`src/rtl/smp_pkg.sv`:
```
// Shared types and constants for the square matrix power block.
// Holds register indexes, fixed register widths, parameter defaults and state enums.
// Used by smp_qmul and square_matrix_power.
package smp_pkg;

    // Parameter defaults.
    localparam int MAX_SIZE_DEF   = 8;
    localparam int DATA_WIDTH_DEF = 32;
    localparam int FRAC_BITS_DEF  = 16;

    // Configuration register layout.
    localparam int CFG_INDEX_W   = 1;
    localparam int CFG_DATA_W    = 8;
    localparam int MATRIX_SIZE_W = 4;
    localparam int EXPONENT_W    = 8;
    localparam int STEP_W        = EXPONENT_W - 1;
    localparam int SIZE_CMP_W    = 5;

    localparam logic [CFG_INDEX_W-1:0] REG_MATRIX_SIZE = 1'b0;
    localparam logic [CFG_INDEX_W-1:0] REG_EXPONENT    = 1'b1;

    localparam logic [MATRIX_SIZE_W-1:0] MATRIX_SIZE_RESET = 4'd8;
    localparam logic [EXPONENT_W-1:0]    EXPONENT_RESET    = 8'd1;

    // Top-level sequencer.
    typedef enum logic [2:0] {
        ST_LOAD,
        ST_SETUP,
        ST_RD,
        ST_MUL,
        ST_WAIT,
        ST_OUT_RD,
        ST_OUT_SHOW
    } sq_state_t;

    // Source of the streamed result.
    typedef enum logic [1:0] {
        OM_ERR,
        OM_IDENT,
        OM_BASE,
        OM_PROD
    } out_mode_t;

    // Fixed-point multiplier sequencer.
    typedef enum logic [1:0] {
        QM_IDLE,
        QM_MUL,
        QM_DRAIN,
        QM_SCALE
    } qm_state_t;

endpackage

```
`src/rtl/smp_qmul.sv`:
```
// Iterative signed fixed-point multiplier: four half-width partial products on one
// multiplier, then scaling by FRAC_BITS with floor rounding and saturation.
// Depends on smp_pkg.
module smp_qmul #(
    parameter int DATA_WIDTH = smp_pkg::DATA_WIDTH_DEF,
    parameter int FRAC_BITS  = smp_pkg::FRAC_BITS_DEF
) (
    input  logic                         clk,
    input  logic                         rst_n,
    input  logic                         start,
    input  logic signed [DATA_WIDTH-1:0] a,
    input  logic signed [DATA_WIDTH-1:0] b,
    output logic                         done,
    output logic signed [DATA_WIDTH-1:0] q
);
    import smp_pkg::*;

    localparam int H  = (DATA_WIDTH + 1) / 2;
    localparam int MW = 2 * H;
    localparam int PW = 4 * H;

    localparam logic [PW-1:0] FRAC_MASK = (PW'(1) << FRAC_BITS) - PW'(1);
    localparam logic [PW-1:0] POS_LIM   = (PW'(1) << (DATA_WIDTH - 1)) - PW'(1);
    localparam logic [PW-1:0] NEG_LIM   = PW'(1) << (DATA_WIDTH - 1);
    localparam logic [DATA_WIDTH-1:0] VMAX = {1'b0, {(DATA_WIDTH-1){1'b1}}};
    localparam logic [DATA_WIDTH-1:0] VMIN = {1'b1, {(DATA_WIDTH-1){1'b0}}};

    qm_state_t state_reg, state_next;

    logic [MW-1:0]         a_mag_reg, b_mag_reg;
    logic                  neg_reg;
    logic [MW-1:0]         pp_reg;
    logic [1:0]            pp_sel_reg;
    logic [1:0]            cnt_reg;
    logic [PW-1:0]         prod_reg;
    logic [DATA_WIDTH-1:0] q_reg;
    logic                  done_reg;

    logic                  load_ops, issue, add_en, scale_en;
    logic [DATA_WIDTH-1:0] a_abs, b_abs;
    logic [H-1:0]          a_half, b_half;
    logic [MW-1:0]         pp_next;
    logic [PW-1:0]         pp_ext, pp_shifted;
    logic [PW-1:0]         ml, mlr;
    logic                  rem_nz;
    logic [PW-1:0]         neg_val;
    logic [DATA_WIDTH-1:0] q_next;

    always_comb
    begin
        state_next = state_reg;
        unique case (state_reg)
            QM_IDLE:  if (start) state_next = QM_MUL;
            QM_MUL:   if (cnt_reg == 2'd3) state_next = QM_DRAIN;
            QM_DRAIN: state_next = QM_SCALE;
            QM_SCALE: state_next = QM_IDLE;
            default:  state_next = QM_IDLE;
        endcase
    end

    always_comb
    begin
        load_ops = (state_reg == QM_IDLE) && start;
        issue    = (state_reg == QM_MUL);
        add_en   = (state_reg == QM_DRAIN) || ((state_reg == QM_MUL) && (cnt_reg != 2'd0));
        scale_en = (state_reg == QM_SCALE);
    end

    // Magnitudes as unsigned values; the most negative input maps to 2^(DATA_WIDTH-1).
    assign a_abs = a[DATA_WIDTH-1] ? (~a + DATA_WIDTH'(1)) : a;
    assign b_abs = b[DATA_WIDTH-1] ? (~b + DATA_WIDTH'(1)) : b;

    assign a_half  = cnt_reg[0] ? a_mag_reg[MW-1:H] : a_mag_reg[H-1:0];
    assign b_half  = cnt_reg[1] ? b_mag_reg[MW-1:H] : b_mag_reg[H-1:0];
    assign pp_next = MW'(a_half) * MW'(b_half);

    assign pp_ext = PW'(pp_reg);
    always_comb
    begin
        unique case (pp_sel_reg)
            2'd0:    pp_shifted = pp_ext;
            2'd3:    pp_shifted = pp_ext << (2 * H);
            default: pp_shifted = pp_ext << H;
        endcase
    end

    // Negative products round toward minus infinity, so the magnitude rounds up.
    assign ml      = prod_reg >> FRAC_BITS;
    assign rem_nz  = |(prod_reg & FRAC_MASK);
    assign mlr     = ml + PW'(rem_nz);
    assign neg_val = ~mlr + PW'(1);

    always_comb
    begin
        if (neg_reg)
        begin
            if (mlr > NEG_LIM)
                q_next = VMIN;
            else
                q_next = neg_val[DATA_WIDTH-1:0];
        end
        else
        begin
            if (ml > POS_LIM)
                q_next = VMAX;
            else
                q_next = ml[DATA_WIDTH-1:0];
        end
    end

    always_ff @(posedge clk or negedge rst_n)
    begin
        if (!rst_n)
        begin
            state_reg <= QM_IDLE;
            cnt_reg   <= 2'd0;
            done_reg  <= 1'b0;
        end
        else
        begin
            state_reg <= state_next;
            done_reg  <= scale_en;
            if (load_ops)
                cnt_reg <= 2'd0;
            else if (issue)
                cnt_reg <= cnt_reg + 2'd1;
        end
    end

    always_ff @(posedge clk)
    begin
        if (load_ops)
        begin
            a_mag_reg <= MW'(a_abs);
            b_mag_reg <= MW'(b_abs);
            neg_reg   <= a[DATA_WIDTH-1] ^ b[DATA_WIDTH-1];
            prod_reg  <= '0;
        end
        else if (add_en)
            prod_reg <= prod_reg + pp_shifted;
        if (issue)
        begin
            pp_reg     <= pp_next;
            pp_sel_reg <= cnt_reg;
        end
        if (scale_en)
            q_reg <= q_next;
    end

    assign done = done_reg;
    assign q    = q_reg;

endmodule

```
`config.mk`:
```
export PLATFORM = sky130hd
export DESIGN_NAME = smp_qmul
export DESIGN_NICKNAME = d
export VERILOG_FILES = /design/src/rtl/smp_pkg.sv /design/src/rtl/smp_qmul.sv
export SDC_FILE = /design/constraint.sdc
export NUM_CORES = 1
export LEC_CHECK = 0
export BUFFER_PORTS_ARGS = -buffer_cell sky130_fd_sc_hd__buf_2
export CORE_ASPECT_RATIO = 1.2
export CORE_MARGIN = 8
export CORE_UTILIZATION = 49
export CTS_BUF_LIST = sky130_fd_sc_hd__clkbuf_4 sky130_fd_sc_hd__clkbuf_8 sky130_fd_sc_hd__clkbuf_16
export CTS_CLUSTER_SIZE = 25
export DETAILED_ROUTE_END_ITERATION = 8
export MAX_ROUTING_LAYER = met4
export PLACE_DENSITY = 0.68
export SETUP_SLACK_MARGIN = 0.02
export SLEW_MARGIN = 25
export SYNTH_ARGS = -nofsm -noshare
export SYNTH_HDL_FRONTEND = slang
export SYNTH_SLANG_ARGS = --single-unit
```
`constraint.sdc`:
```
create_clock -name clk -period 8.9 [get_ports clk]
set_input_delay 1.78 -clock clk [delete_from_list [all_inputs] [get_ports clk]]
set_output_delay 1.78 -clock clk [all_outputs]
set_load 0.01 [all_outputs]
```
==> impl_metrics.csv <==
group,metric,value,unit
global_routing,grt_pass1_vias,20041,
yosys,synth_top_family_by_area,"adder cells",
timing,finalSetupViolCount,0,
clock_network,cts_made_buffers,17,
floorplan,io_pins,100,
worst_setup_path,r2r_start,"cnt_reg[0]$_DFFE_PN0P_",
final_layout,final_nets,3173,
timing,period_needed,7920,ps
final_layout,syn2layout_area_growth,7.09,%
floorplan,std_cell_rows,87,
min_path,holdPathStages,2,
yosys,synth_xor_area_share,6.12,%
clock_network,cts_buffer_depth,2,
yosys,synth_compound_area_share,16.0,%
route,drt_wl_total,69000,microns
final_layout,drive_gt1_share,9.04,%
timing,rsz0062_at_grt,"false",
global_routing,track_usage,25.9,%
floorplan,dieArea,54900,sq um
route,wl_per_cell,20.5,microns
worst_setup_path,cp-start-kind,"register",
timing,finClkSkew,21.5,ps
clock_network,post_cts_buffers,0,
yosys,synth_edf_count,131,
place,dp.final_hpwl,56500,microns
timing,min_period_over_period,89.0,%
floorplan,fp.dieW,215,microns
yosys,synth_fa_ha_area_share,26.4,%
min_path,worstHoldEndpoint,"prod_reg[14]$_SDFFE_PP0P_",
route,ant_nets,0,
yosys,synth.distinct_cells,90,
floorplan,die_h,255,microns
worst_setup_path,crit_path_end_kind,"register",
worst_setup_path,cp.required,9120,ps
clock_network,cts_tree,"done",
floorplan,start_util,49.6,%
route,drcViolationCount,0,
yosys,ys_warn_count,0,
worst_setup_path,worst_ep_arrival_time,8140,ps
final_layout,fillCellCount,4419,
final_layout,num_antenna_cells,0,
worst_setup_path,path_max_fanout,17,
clock_network,insertion_delay,480,ps
route,avgViaCountPerCell,5.81,
worst_setup_path,worstRegToRegCells,22,
final_layout,regArea,5340,sq um
global_routing,grt_max_degree,80,
worst_setup_path,reg2reg_slack,980,ps
final_layout,multi_input_area,16400,sq um
route,vias,19545,
clock_network,ctsHoldBuffers,0,
timing,fmax,0.126,GHz
timing,finalHoldViolations,0,
global_routing,antenna_found_initial,0,
yosys,ys.flop_type,"edfxtp_1",
timing,setup_tns,0,ps
final_layout,final_cell_mix,"nand2_1, inv_1, nor2_1",
final_layout,largest_register_ffs,64,
route,firstDrtPassIters,5,
place,finalWeightedCongestion,1.01,
clock_network,clk_pin_slew,80,ps
run,max_cap_violations,0,
place,port_buffers,99,
yosys,synth_cells,2697,
yosys,synth.avg_cell_area,8.65,sq um
clock_network,htree_levels,4,
min_path,hold_class,"register to register",
worst_setup_path,r2r-end,"pp_reg[30]$_DFFE_PP_",
yosys,syn-cell-area,23300,sq um
yosys,yosys.area_share.simple,18.8,%
status,status,"completed",
yosys,synthesis.nets,3140,
yosys,synth_seq_cells,200,
clock_network,cts_root_buf,"clkbuf_16",
clock_network,ctsResizeCount,0,
timing,maxSlewViolCount,0,
global_routing,grt_first_pass_wirelength,110000,microns
final_layout,final_common_cell,"nand2_1",
yosys,synth_mux_area_share,2.99,%
timing,tightest_slew,1080,ps
global_routing,globalRoute.totalOverflow,0,
route,drtIter0Drc,1304,
worst_setup_path,critical_path_class,"register to register",
min_path,hp-start,"prod_reg[14]$_SDFFE_PP0P_",
timing,slew_headroom,28.2,%
floorplan,core_area,47000,sq um
timing,whs,485,ps
yosys,ys_seq_area_share,22.9,%
clock_network,cts_num_sinks,200,
yosys,async_flop_share,2.50,%
## cells in the mapped netlist (10+ instances only)
library cell | n | share of area [%]
a211o_1 | 15 | 0.56
a211oi_1 | 19 | 0.61
a21o_1 | 57 | 1.8
a21oi_1 | 175 | 3.8
a22o_1 | 19 | 0.71
a31oi_1 | 18 | 0.48
and2_1 | 43 | 1.2
and3_1 | 17 | 0.46
buf_1 | 10 | 0.16
buf_2 | 13 | 0.28
clkbuf_1 | 86 | 1.4
dfxtp_1 | 64 | 5.5
edfxtp_1 | 131 | 17
fa_1 | 195 | 17
ha_1 | 181 | 9.7
inv_1 | 280 | 4.5
mux2_2 | 30 | 1.4
mux2i_1 | 36 | 1.5
nand2_1 | 360 | 5.8
nand2b_1 | 15 | 0.40
nand3_1 | 49 | 1.1
nand4_1 | 33 | 0.88
nor2_1 | 244 | 3.9
nor3_1 | 43 | 0.92
nor4_1 | 20 | 0.54
o211ai_1 | 11 | 0.35
o21a_1 | 21 | 0.68
o21ai_0 | 101 | 2.2
o21bai_1 | 13 | 0.42
o22ai_1 | 13 | 0.35
o31ai_1 | 21 | 0.68
o41ai_1 | 12 | 0.45
or2_2 | 13 | 0.35
or3_1 | 25 | 0.67
or4_1 | 17 | 0.55
xnor2_1 | 118 | 4.4
xor2_1 | 45 | 1.7
## cells by family (layout without fill, tap and decap cells)
family,after synthesis,after routing
compound gates,565,565
buf+inv,400,446
mux,66,66
fa+ha+maj,376,376
simple gates,927,927
xor+xnor,163,163
flops,200,200
## per-stage QoR
| stage | setup slack, ps | instance area, sq um | cells | util, % |
|---|---|---|---|---|
| after global placement | 1230 | 24400 | 3333 | 51.8 |
| after floorplan | 1260 | 23300 | 2697 | - |
| final | 981 | 25000 | 3366 | 53.1 |
| after global routing | 647 | 25000 | 3366 | 53.1 |
| after detailed placement | 1070 | 24400 | 3334 | 51.8 |
| after CTS | 1040 | 25000 | 3366 | 53.1 |
## routing by layer
| metal | part of all wire [%] | vias to the layer above | GRT usage (%) |
|---|---|---|---|
| li1 | - | 9343 | - |
| met1 | 39 | 9485 | 27.1 |
| met2 | 53 | 550 | 47.8 |
| met3 | 3.0 | 167 | 2.41 |
| met4 | 5.8 | 0 | 14.4 |
| met5 | 0 | - | - |
## how the worst max path moves through the flow
stage	startpoint	endpoint	depth (start not counted)
2_1_floorplan	cnt_reg[0]$_DFFE_PN0P_	pp_reg[24]$_DFFE_PP_	27
3_3_place_gp	cnt_reg[0]$_DFFE_PN0P_	pp_reg[30]$_DFFE_PP_	22
3_5_place_dp	cnt_reg[0]$_DFFE_PN0P_	pp_reg[30]$_DFFE_PP_	22
4_1_cts	cnt_reg[0]$_DFFE_PN0P_	pp_reg[30]$_DFFE_PP_	22
5_1_grt	cnt_reg[0]$_DFFE_PN0P_	pp_reg[30]$_DFFE_PP_	22
6_report	cnt_reg[0]$_DFFE_PN0P_	pp_reg[30]$_DFFE_PP_	22
## critical path: stages (launching register included)
cell and delay, ps:
dfrtp_1 800, buf_4 360, mux2i_1 760, nor2_1 140, fa_1 510, inv_1 50
fa_1 500, fa_1 540, inv_1 50, fa_1 470, fa_1 550, inv_1 60
fa_1 530, inv_1 40, ha_1 340, a21oi_1 210, o211a_1 190, o21ai_0 120
a311oi_1 650, o31ai_1 230, a21oi_1 260, o21ai_0 130, xor2_1 160
## area by class of cell
cell class	instances	area share, %
inverters	281	4.24
clock buffers	19	1.86
well taps	623	3.12
multi-input cells	2097	65.8
clock inverters	13	0.606
flip-flops and latches	200	21.4
repair buffers	133	3.05
Power is left out: the tool's default activity adds up to more than one toggle a clock period on the data nets, which glitch-free logic cannot reach.
